`src/design/chd_isqrt.sv`:
```
// ----------------------------------------------------------------------------
// chd_isqrt: pipelined floor integer square root
// One root bit per stage, OUT_W stages, a new radicand every enabled cycle.
// ----------------------------------------------------------------------------
module chd_isqrt #(
  parameter int OUT_W = 15
) (
  input  logic               clk,
  input  logic               en,
  input  logic [2*OUT_W-1:0] radicand,
  output logic [OUT_W-1:0]   root
);

  logic [2*OUT_W-1:0] rad_q [OUT_W];
  logic [OUT_W+1:0]   rem_q [OUT_W];
  logic [OUT_W-1:0]   root_q [OUT_W];

  logic [2*OUT_W-1:0] rad_next [OUT_W];
  logic [OUT_W+1:0]   rem_next [OUT_W];
  logic [OUT_W-1:0]   root_next [OUT_W];

  // one restoring step per stage: bring down two bits, try root*4+1
  always_comb begin
    logic [2*OUT_W-1:0] src_rad;
    logic [OUT_W+1:0]   src_rem;
    logic [OUT_W-1:0]   src_root;
    logic [OUT_W+1:0]   acc;
    logic [OUT_W+1:0]   trial;
    for (int s = 0; s < OUT_W; s++) begin
      if (s == 0) begin
        src_rad  = radicand;
        src_rem  = '0;
        src_root = '0;
      end else begin
        src_rad  = rad_q[(s == 0) ? 0 : s-1];
        src_rem  = rem_q[(s == 0) ? 0 : s-1];
        src_root = root_q[(s == 0) ? 0 : s-1];
      end
      acc   = {src_rem[OUT_W-1:0], src_rad[2*OUT_W-1 -: 2]};
      trial = {src_root, 2'b01};
      if (acc >= trial) begin
        rem_next[s]  = acc - trial;
        root_next[s] = {src_root[OUT_W-2:0], 1'b1};
      end else begin
        rem_next[s]  = acc;
        root_next[s] = {src_root[OUT_W-2:0], 1'b0};
      end
      rad_next[s] = {src_rad[2*OUT_W-3:0], 2'b00};
    end
  end

  // advance all stages together
  always_ff @(posedge clk) begin
    if (en) begin
      for (int s = 0; s < OUT_W; s++) begin
        rad_q[s]  <= rad_next[s];
        rem_q[s]  <= rem_next[s];
        root_q[s] <= root_next[s];
      end
    end
  end

  assign root = root_q[OUT_W-1];

endmodule

```
`config.mk`:
```
export PLATFORM = sky130hd
export DESIGN_NAME = chd_isqrt
export DESIGN_NICKNAME = d
export VERILOG_FILES = /design/src/design/chd_isqrt.sv
export SDC_FILE = /design/constraint.sdc
export NUM_CORES = 1
export LEC_CHECK = 0
export BUFFER_PORTS_ARGS = -buffer_cell sky130_fd_sc_hd__buf_2
export CORE_MARGIN = 2
export CORE_UTILIZATION = 45
export CTS_CLUSTER_DIAMETER = 50
export DETAILED_ROUTE_END_ITERATION = 6
export PLACE_DENSITY_LB_ADDON = 0.08
export SYNTH_ARGS = -nofsm -noshare
export SYNTH_HDL_FRONTEND = slang
export SYNTH_SLANG_ARGS = --single-unit
```
`constraint.sdc`:
```
create_clock -name clk -period 5.9 [get_ports clk]
set_input_delay 0.295 -clock clk [delete_from_list [all_inputs] [get_ports clk]]
set_output_delay 0.295 -clock clk [all_outputs]
set_load 0.03 [all_outputs]
```
==> impl_metrics.csv <==
group,metric,value,unit
outcome,outcome,"finished, final reports clean",
global_route,antenna_found_initial,0,
placed_design,dpl.cell_count,2505,
cts,clock_path_buffers,3,
routing,num_vias,13839,
die,io_pins,47,
cts,clk_latency,620,ps
synth,yosys_warnings,0,
final_layout,area_growth,14.0,%
synth,synth.top_cell.area_share,65.3,%
routing,vias_per_cell,5.23,
setup_path,path_max_fanout,23,
synth,postSynthAreaPerCell,13.5,um^2
timing,rsz0062_at_grt,"no",
routing,wirelength,41.6,mm
setup_path,end_kind,"register",
global_route,grt_pass1_vias,13570,
die,dieArea,55600,um^2
die,die_x,236,um
cts,root_buffer,"clkbuf_16",
timing,setup_viol,0,
synth,yosys_register_bits,525,
timing,fin_worst_skew,33.6,ps
global_route,grt_pass1_wl,67.7,mm
setup_path,r2r_slack,2600,ps
synth,ys_types,74,
final_layout,drive_gt1_share,10.8,%
synth,synth_common_cells,"525 x edfxtp_1, 150 x inv_1, 138 x nor2_1",
synth,synth_flop_cell,"edfxtp_1",
routing,first_pass_iters,5,
min_path,min_path_type,"in2reg",
synth,synth_edf_count,525,
timing,fin_crit_sh,56.0,%
setup_path,path_class,"reg2reg",
final_layout,n_antenna_cell,0,
setup_path,worstPathArrival,3680,ps
timing,fmax,0.303,GHz
synth,synth_seq_area_share,65.3,%
cts,path_clk_slew,60,ps
placed_design,dpl-instance-area,25200,um^2
min_path,hp-start,"en",
min_path,whs_endpoint,"rad_q[0][0]",
routing,drc,0,
global_route,grt_max_degree,195,
cts,cts_setup_buffers,0,
synth,syn-cell-area,24200,um^2
routing,antenna_left,0,
synth,syn_nets,1958,
synth,yosysMostFrequentCell,"edfxtp_1",
timing,max_slew_margin,30.6,%
routing,wl_per_cell,15.7,um
pwr,ir_worst_vdd,254,uV
die,start_util,45.7,%
synth,syn_inst,1792,
timing,finalMaxSlewViolations,0,
timing,worst_slew_pin_slew,1040,ps
min_path,hold_path_depth,1,
pwr,power_leakage,10.6,nW
final_layout,layout.nets,2076,
timing,finalHoldViolations,0,
global_route,grt_util_all_layers,14.9,%
setup_path,worstReg2RegStart,"rem_q[1][34]",
synth,yosysTopAreaCell,"edfxtp_1",
final_layout,stdcell_count,2648,
setup_path,timing.rr.end,"rem_q[1][60]",
setup_path,worstPathRequired,6270,ps
routing,first_iter_violations,910,
global_route,overflow,0,
cts,ctsResizeCount,0,
placed_design,routabilityCongestion,0.855,
die,coreArea,52900,um^2
cts,numCtsBuffers,60,
placed_design,dpl.hpwl,28.0,mm
cts,hold_buffers,31,
setup_path,worstSetupStartpointType,"register",
synth,async_reset_ff_share,0,%
cts,cts_tree,"done",
timing,period_needed,3300,ps
cts,h-tree-depth,2,
synth,ys_top_cells_by_area,"edfxtp_1 65%, ha_1 6.9%, xnor2_1 2.6%, inv_1 2.3%, nor2_1 2.1%",
final_layout,design_area,27500,um^2
placed_design,portBuffers,46,
flow_run,drv_cap,0,
die,dieHeight,236,um
timing,tns,0,ps
cts,clock_sinks,525,
setup_path,r2r_cells,7,
die,placementRows,84,
pwr,powerDensity,367,nW/um^2
-- worst max-delay path by stage --
stage	end	slack, ps	from
6_report	rem_q[1][60]	2600	rem_q[1][34]
5_1_grt	rem_q[1][60]	2300	root_q[1][30]
4_1_cts	rem_q[1][96]	2640	rem_q[1][68]
3_5_place_dp	rem_q[1][96]	2710	rem_q[1][68]
3_3_place_gp	rem_q[1][60]	2780	rem_q[1][34]
2_1_floorplan	rem_q[1][75]	3360	rem_q[1][55]
-- layout by cell type, fill, tap and decap left out, drive strengths merged, types with 9 or more instances in the layout --
cell type    count
and3            11
clkinv          24
xnor2           73
nand3           39
ha             134
nand4           15
nor4            20
a21o            19
xor2            59
clkbuf          70
nor2b           27
o31ai            9
a211oi          24
buf             51
o21a            18
inv            159
nor3            48
or3             16
mux2            43
edfxtp         525
o21ai           80
nand2           71
nor2           138
nand2b          21
o211ai          14
a21oi          105
dlygate4sd3     31
-- worst max-delay path, stage by stage (launching register included) --
cell	delay (ps)
edfxtp_1	390
ha_1	370
o21ai_0	180
a2111oi_0	860
nand3_1	180
and3_1	500
inv_1	240
mux2_2	340
-- state kept, by name, indices dropped and copies added (netlist names) --
signal,count
rem_q,195
rad_q,210
root_q,120
-- cell type report --
cell class | count | area [um^2]
fill | 4403 | 25300
clock buffer | 70 | 1540
sequential | 525 | 15800
tap | 688 | 861
inverter | 151 | 567
clock inverter | 42 | 505
multi-input combinational | 1090 | 7700
timing repair buffer | 82 | 613
-- routing by layer --
layer	up-vias	part of all wire, %	track usage (%)
met5	-	0	0
met4	0	2.6	4.86
met3	80	4.4	2.94
met2	266	45	23.8
met1	6565	48	20.4
li1	6928	-	-
-- where the power goes --
part	switching [W]	leakage [nW]	internal, W
clock	0.00150	0.993	0.00224
sequential	0.000216	5.03	0.00463
combinational	0.000833	4.57	0.000688
total	0.00255	10.6	0.00756
-- logic make-up (layout without fill, tap and decap cells) --
| family | after synthesis | in the layout | share of synthesized area (%) |
|---|---|---|---|
| xor+xnor | 132 | 132 | 4.79 |
| simple gates | 450 | 450 | 9.39 |
| buf+inv | 177 | 345 | 2.87 |
| flops | 525 | 525 | 65.3 |
| other cells | 1 | 1 | 0.0155 |
| mux | 49 | 49 | 2.25 |
| compound gates | 324 | 324 | 8.48 |
| fa+ha+maj | 134 | 134 | 6.94 |
-- through the flow --
step | setup WS, ps | total power, W | hold WS [ps] | util (%)
after global placement | 2780 | 0.00638 | 400 | 47.7
after global routing | 2300 | 0.0106 | 176 | 52.1
after floorplan | 3360 | 0.00598 | 394 | -
after CTS | 2640 | 0.0102 | 150 | 52.1
after detailed placement | 2710 | 0.00641 | 405 | 47.7
final | 2600 | 0.0101 | 173 | 52.1
(Power assumes the default switching activity.)
