$ cat src/design/chd_div.sv
// ----------------------------------------------------------------------------
// chd_div: pipelined unsigned restoring divider
// Q_W quotient bits, one per stage; needs num < den * 2**Q_W.
// ----------------------------------------------------------------------------
module chd_div #(
  parameter int N_W = 31,
  parameter int D_W = 17,
  parameter int Q_W = 15
) (
  input  logic           clk,
  input  logic           en,
  input  logic [N_W-1:0] num,
  input  logic [D_W-1:0] den,
  output logic [Q_W-1:0] quo
);

  logic [D_W-1:0] rem_q [Q_W];
  logic [Q_W-1:0] low_q [Q_W];
  logic [D_W-1:0] den_q [Q_W];
  logic [Q_W-1:0] quo_q [Q_W];

  logic [D_W-1:0] rem_next [Q_W];
  logic [Q_W-1:0] low_next [Q_W];
  logic [Q_W-1:0] quo_next [Q_W];

  // shift in one dividend bit, subtract the divisor where it fits
  always_comb begin
    logic [D_W-1:0] src_rem;
    logic [Q_W-1:0] src_low;
    logic [D_W-1:0] src_den;
    logic [Q_W-1:0] src_quo;
    logic [D_W:0]   acc;
    logic           hit;
    for (int s = 0; s < Q_W; s++) begin
      if (s == 0) begin
        src_rem = D_W'(num >> Q_W);
        src_low = num[Q_W-1:0];
        src_den = den;
        src_quo = '0;
      end else begin
        src_rem = rem_q[(s == 0) ? 0 : s-1];
        src_low = low_q[(s == 0) ? 0 : s-1];
        src_den = den_q[(s == 0) ? 0 : s-1];
        src_quo = quo_q[(s == 0) ? 0 : s-1];
      end
      acc = {src_rem, src_low[Q_W-1]};
      hit = (acc >= {1'b0, src_den});
      rem_next[s] = hit ? D_W'(acc - {1'b0, src_den}) : D_W'(acc);
      low_next[s] = {src_low[Q_W-2:0], 1'b0};
      quo_next[s] = {src_quo[Q_W-2:0], hit};
    end
  end

  // advance all stages together, divisor travels with its dividend
  always_ff @(posedge clk) begin
    if (en) begin
      for (int s = 0; s < Q_W; s++) begin
        rem_q[s] <= rem_next[s];
        low_q[s] <= low_next[s];
        quo_q[s] <= quo_next[s];
      end
      den_q[0] <= den;
      for (int s = 1; s < Q_W; s++) begin
        den_q[s] <= den_q[s-1];
      end
    end
  end

  assign quo = quo_q[Q_W-1];

endmodule

$ cat config.mk
export PLATFORM = sky130hd
export DESIGN_NAME = chd_div
export DESIGN_NICKNAME = d
export VERILOG_FILES = /design/src/design/chd_div.sv
export SDC_FILE = /design/constraint.sdc
export NUM_CORES = 1
export LEC_CHECK = 0
export BUFFER_PORTS_ARGS = -buffer_cell sky130_fd_sc_hd__buf_2
export CAP_MARGIN = 20
export CORE_ASPECT_RATIO = 1.25
export CORE_MARGIN = 3
export CORE_UTILIZATION = 60
export DETAILED_ROUTE_END_ITERATION = 12
export PLACE_DENSITY = 0.77
export REMOVE_ABC_BUFFERS = 1
export SLEW_MARGIN = 20
export SYNTH_ARGS = -nofsm -noshare
export SYNTH_HDL_FRONTEND = slang
export SYNTH_SLANG_ARGS = --single-unit
$ cat constraint.sdc
create_clock -name clk -period 6.36 [get_ports clk]
set_input_delay 0.636 -clock clk [delete_from_list [all_inputs] [get_ports clk]]
set_output_delay 0.636 -clock clk [all_outputs]
set_load 0.1 [all_outputs]
==> results.txt <==
----------------------------------------------------
[Pwr]
  Maximum vdd drop ... 0.259 mV
  Fraction of power consumed by the clock network ... 20.9%
  Power per unit of standard cell area ... 473 nW/µm²
  Power share of the sequential group ... 38.4%
  Power spent charging and discharging nets ... 6.27 mW
  Total leakage power ... 15.5 nW
  Internal portion of total power ... 12.2 mW
  Proportion of power drawn by combinational gates ... 40.8%
  Final Total Pwr ... 18.4 mW
  Sw Ratio ... 34.0%

[Clock network]
  Clock Tree Root ... sky130_fd_sc_hd__clkbuf_16
  CTS Buf Count ... 69
  H-tree Lvls ... 3
  Num Clock Sinks ... 701
  Clock slew seen by the registers of the worst setup and hold paths ... 0.06 ns
  Post-CTS Resized ... 0
  CTS tree ... built
  Post-cts hold buffer count ... 0
  Post-CTS setup-driven buffer insertion count ... 0
  Maximum root-to-sink buffer count ... 3
  Clock insertion delay at the later pin of the skew report ... 0.60 ns

[STA]
  Setup Total Neg Slack ... 0 ns
  Pins Over Slew Limit ... 0
  Final count of negative-setup-slack endpoints ... 0
  Slew of the pin with the lowest slew margin ... 1.04 ns
  Max Clock Skew ... 0.0124 ns
  Worst slew margin relative to its limit ... 29.8%
  Clock period minus worst slack ... 3.99 ns
  Highest achievable clock rate ... 250 MHz
  Post-route fraction of the period consumed by the critical path ... 62.8%
  Final hold violations ... 0
  Setup repair after global routing missed its margin ... false

[Cells and area]
  Share of final-layout standard cells stronger than drive strength 1 ... 11.5%
  Fill cells ... 4,108
  Area grow syn2layout ... 9.47%
  Count of nets after finishing ... 3,204
  Count of antenna diodes in the layout ... 0

[Logic synthesis]
  Leading post-synthesis cells by cell area ... sky130_fd_sc_hd__edfxtp_1 59%, sky130_fd_sc_hd__ha_1 9.0%, sky130_fd_sc_hd__mux2_2 4.3%
  Number of enable-type register cells in the synthesized netlist ... 701
  Ys flop type ... sky130_fd_sc_hd__edfxtp_1
  Post-synthesis sequential area ratio ... 59.2%
  Gate count of the mapped netlist ... 2,781
  Mapped Avg Cell Area ... 12.8 µm²
  Netlist area before placement ... 35,600 µm²
  Yosys warns ... 0
  Number of register bits inferred by synthesis ... 701
  Count leader, synth ... sky130_fd_sc_hd__edfxtp_1
  Top cell types by occurrence after synthesis ... 701 x sky130_fd_sc_hd__edfxtp_1, 302 x sky130_fd_sc_hd__inv_1, 255 x sky130_fd_sc_hd__ha_1, 190 x sky130_fd_sc_hd__o21ai_0, 173 x sky130_fd_sc_hd__a21oi_1
  Post-synth cell types ... 68
  Synth top area share ... 59.2%
  FFs w/ async S/R, synth ... 0%
  Cell type contributing the most total cell area after synthesis ... sky130_fd_sc_hd__edfxtp_1

[Setup path]
  Register-to-register path setup slack ... 2.37 ns
  Worst-path maximum fanout ... 19
  CP required ... 6.71 ns
  Type of the worst setup path ... reg -> reg
  Highest-delay cell along the critical path ... sky130_fd_sc_hd__o21a_1
  Chain of cells forming the critical path ... inv_1, ha_1, inv_1, fa_1, a21oi_1, nor2_1, o21ai_0, a41oi_1, nor4_1, o21a_1, buf_4, mux2_2
  Kind of cell adding the most delay to the critical path ... compound AO/OA/AOI/OAI gates
  Delay of the slowest cell on the worst path ... 0.55 ns
  Reg-to-Reg Start ... low_q[1][69]$_DFFE_PP_
  R2r endpoint ... rem_q[1][86]$_DFFE_PP_
  Kind of end point of the critical path ... flip-flop
  Worst R2R Path Depth ... 12
  CP bufs+invs ... 3
  Dominant cell type by count on the critical path ... sky130_fd_sc_hd__inv_1
  Worst Path Arrival ... 4.34 ns
  Worst Setup Start Kind ... flip-flop

[Run]
  Max Cap Viol ... 0

[Status]
  Status ... finished clean

[Route]
  Residual DRC count ... 0
  Starting DRC count in detailed routing ... 1,549
  Met3 layer wire length in the routed design ... 1920 µm
  Drt pass-1 iters ... 6
  Met1 routed wirelength after detailed routing ... 21,100 µm
  Top layer used by detailed routing ... met4
  Detailed route wirelength on metal2 ... 40,200 µm
  Mean routed wirelength per cell ... 18.3 µm
  Routed wire length ... 67,600 µm
  Residual antenna-violating net count after detailed routing ... 0
  Detail-routed via count per cell ... 5.89
  Vias post-DR ... 21,700

[Placement]
  Weighted congestion at the end of routability-driven global placement ... 0.949
  Port-buffer cells ... 64
  Post-detail-place hpwl ... 49,300 µm

[GRT]
  Global Route Usage Sum ... 22.0%
  Via count of the first global-routing pass ... 23,800
  Congestion Overflow GR ... 0
  Maximum number of pins on one net before global-route repair ... 193
  Initial antenna violation count ... 0
  First-pass GRT wire length ... 110,000 µm

[Min path]
  Hold Startpoint ... num[0]
  Worst Hold Endpoint ... low_q[0][0]$_DFFE_PP_
  Class of the tightest hold or removal check ... in -> reg
  Worst Hold Depth ... 1

[Floorplan]
  Die boundary height ... 278 µm
  Number of placement rows ... 99
  DIE WIDTH ... 224 µm
  Total I/O pin count ... 65
  Core footprint ... 58,500 µm²
  Floorplan die area ... 62,200 µm²
  Initial standard-cell utilization of the core ... 60.8%

----------------------------------------------------
cell usage in the layout (no fill, tap or decap), types with 7 or more instances in the layout:
cell / Yosys / routed
sky130_fd_sc_hd__nor3_1: 38 / 38
sky130_fd_sc_hd__nor2b_1: 17 / 17
sky130_fd_sc_hd__buf_2: 14 / 63
sky130_fd_sc_hd__fa_1: 14 / 14
sky130_fd_sc_hd__nand2b_1: 25 / 25
sky130_fd_sc_hd__o21ai_0: 190 / 190
sky130_fd_sc_hd__ha_1: 255 / 255
sky130_fd_sc_hd__clkinv_1: 0 / 11
sky130_fd_sc_hd__clkbuf_16: 0 / 71
sky130_fd_sc_hd__inv_1: 302 / 302
sky130_fd_sc_hd__a211o_1: 13 / 13
sky130_fd_sc_hd__mux2i_1: 13 / 13
sky130_fd_sc_hd__o31a_1: 14 / 14
sky130_fd_sc_hd__o21bai_1: 24 / 24
sky130_fd_sc_hd__o211ai_1: 10 / 10
sky130_fd_sc_hd__o21a_1: 26 / 26
sky130_fd_sc_hd__buf_4: 0 / 7
sky130_fd_sc_hd__nand3_1: 37 / 37
sky130_fd_sc_hd__edfxtp_1: 701 / 701
sky130_fd_sc_hd__a21oi_1: 173 / 173
sky130_fd_sc_hd__o31ai_1: 16 / 16
sky130_fd_sc_hd__a21o_1: 80 / 80
sky130_fd_sc_hd__a211oi_1: 28 / 28
sky130_fd_sc_hd__nor2_1: 118 / 118
sky130_fd_sc_hd__nand4_1: 33 / 33
sky130_fd_sc_hd__o41ai_1: 7 / 7
sky130_fd_sc_hd__mux2_4: 8 / 8
sky130_fd_sc_hd__nand2_1: 161 / 161
sky130_fd_sc_hd__clkbuf_1: 26 / 15
sky130_fd_sc_hd__xnor2_1: 108 / 108
sky130_fd_sc_hd__xor2_1: 77 / 77
sky130_fd_sc_hd__clkinv_2: 0 / 14
sky130_fd_sc_hd__and3_1: 7 / 7
sky130_fd_sc_hd__a221oi_1: 7 / 7
sky130_fd_sc_hd__mux2_2: 137 / 137
sky130_fd_sc_hd__a31oi_1: 17 / 16
final cells by class:
type / instances / area (µm²) / area share (%)
clock buffer: 86 / 1830 / 4.71
clock inverter: 34 / 267 / 0.685
inverter: 302 / 1130 / 2.91
multi-input combinational: 1735 / 13200 / 34.0
sequential: 701 / 21100 / 54.1
tap: 757 / 947 / 2.43
timing repair buffer: 76 / 473 / 1.22
power by group through the flow:
stage | logic (mW) | clock network, mW | registers, mW
final | 7.51 | 3.84 | 7.07
after CTS | 7.45 | 3.93 | 7.06
after global placement | 7.06 | 0 | 7.11
after global routing | 8.28 | 4.13 | 7.15
after floorplan | 5.65 | 0 | 7.01
after detailed placement | 7.39 | 0 | 7.15
worst max path at each step:
stage	slack [ns]	endpoint	depth (start not counted)	start
CTS	2.37	rem_q[0][21]$_DFFE_PP_	12	low_q[0][13]$_DFFE_PP_
floorplan	2.72	rem_q[0][35]$_DFFE_PP_	11	low_q[0][27]$_DFFE_PP_
global placement	2.47	rem_q[0][127]$_DFFE_PP_	12	low_q[0][97]$_DFFE_PP_
finish	2.37	rem_q[1][86]$_DFFE_PP_	12	low_q[1][69]$_DFFE_PP_
detailed placement	2.37	rem_q[0][21]$_DFFE_PP_	12	low_q[0][13]$_DFFE_PP_
global route	2.14	rem_q[1][86]$_DFFE_PP_	12	low_q[1][69]$_DFFE_PP_
cell families after synthesis:
| family | Yosys count | share of synthesized area [%] |
|---|---|---|
| muxes | 158 | 5.04 |
| and+or+nand+nor | 474 | 6.22 |
| AOI/OAI and AO/OA | 649 | 11.5 |
| xor gates and xnor gates | 185 | 4.56 |
| DFF | 701 | 59.2 |
| buffers and inverters | 345 | 3.76 |
| adders and majority gates | 269 | 9.76 |
worst reg2reg max path, delay by kind of cell, from the launching register on:
kind            cells  cell delay, ns
compound gates      4            1.54
fa+ha+maj           2            0.57
buf+inv             3            0.45
flops               1            0.39
mux                 1            0.36
simple gates        2            0.45
metrics by stage:
stage,instances,worst slack (ns),hold WS [ns],util [%],area (µm²)
finish,3691,2.37,0.209,66.6,38900
global route,3691,2.14,0.178,66.6,38900
CTS,3689,2.37,0.168,66.5,38900
detailed placement,3569,2.37,0.405,62.9,36800
global placement,3569,2.47,0.400,62.9,36800
floorplan,2738,2.72,0.400,-,35400
metal layers:
layer | global-route usage [%] | up-vias
li1 | - | 10500
met1 | 18.4 | 10500
met2 | 46.2 | 516
met3 | 2.75 | 240
met4 | 14.7 | 0
met5 | 0 | -
state kept, by name, summed over array words and instances (netlist names):
register,flops
low_q,105
den_q,238
rem_q,238
quo_q,120
No activity file was read; power rests on OpenSTA's default activity.
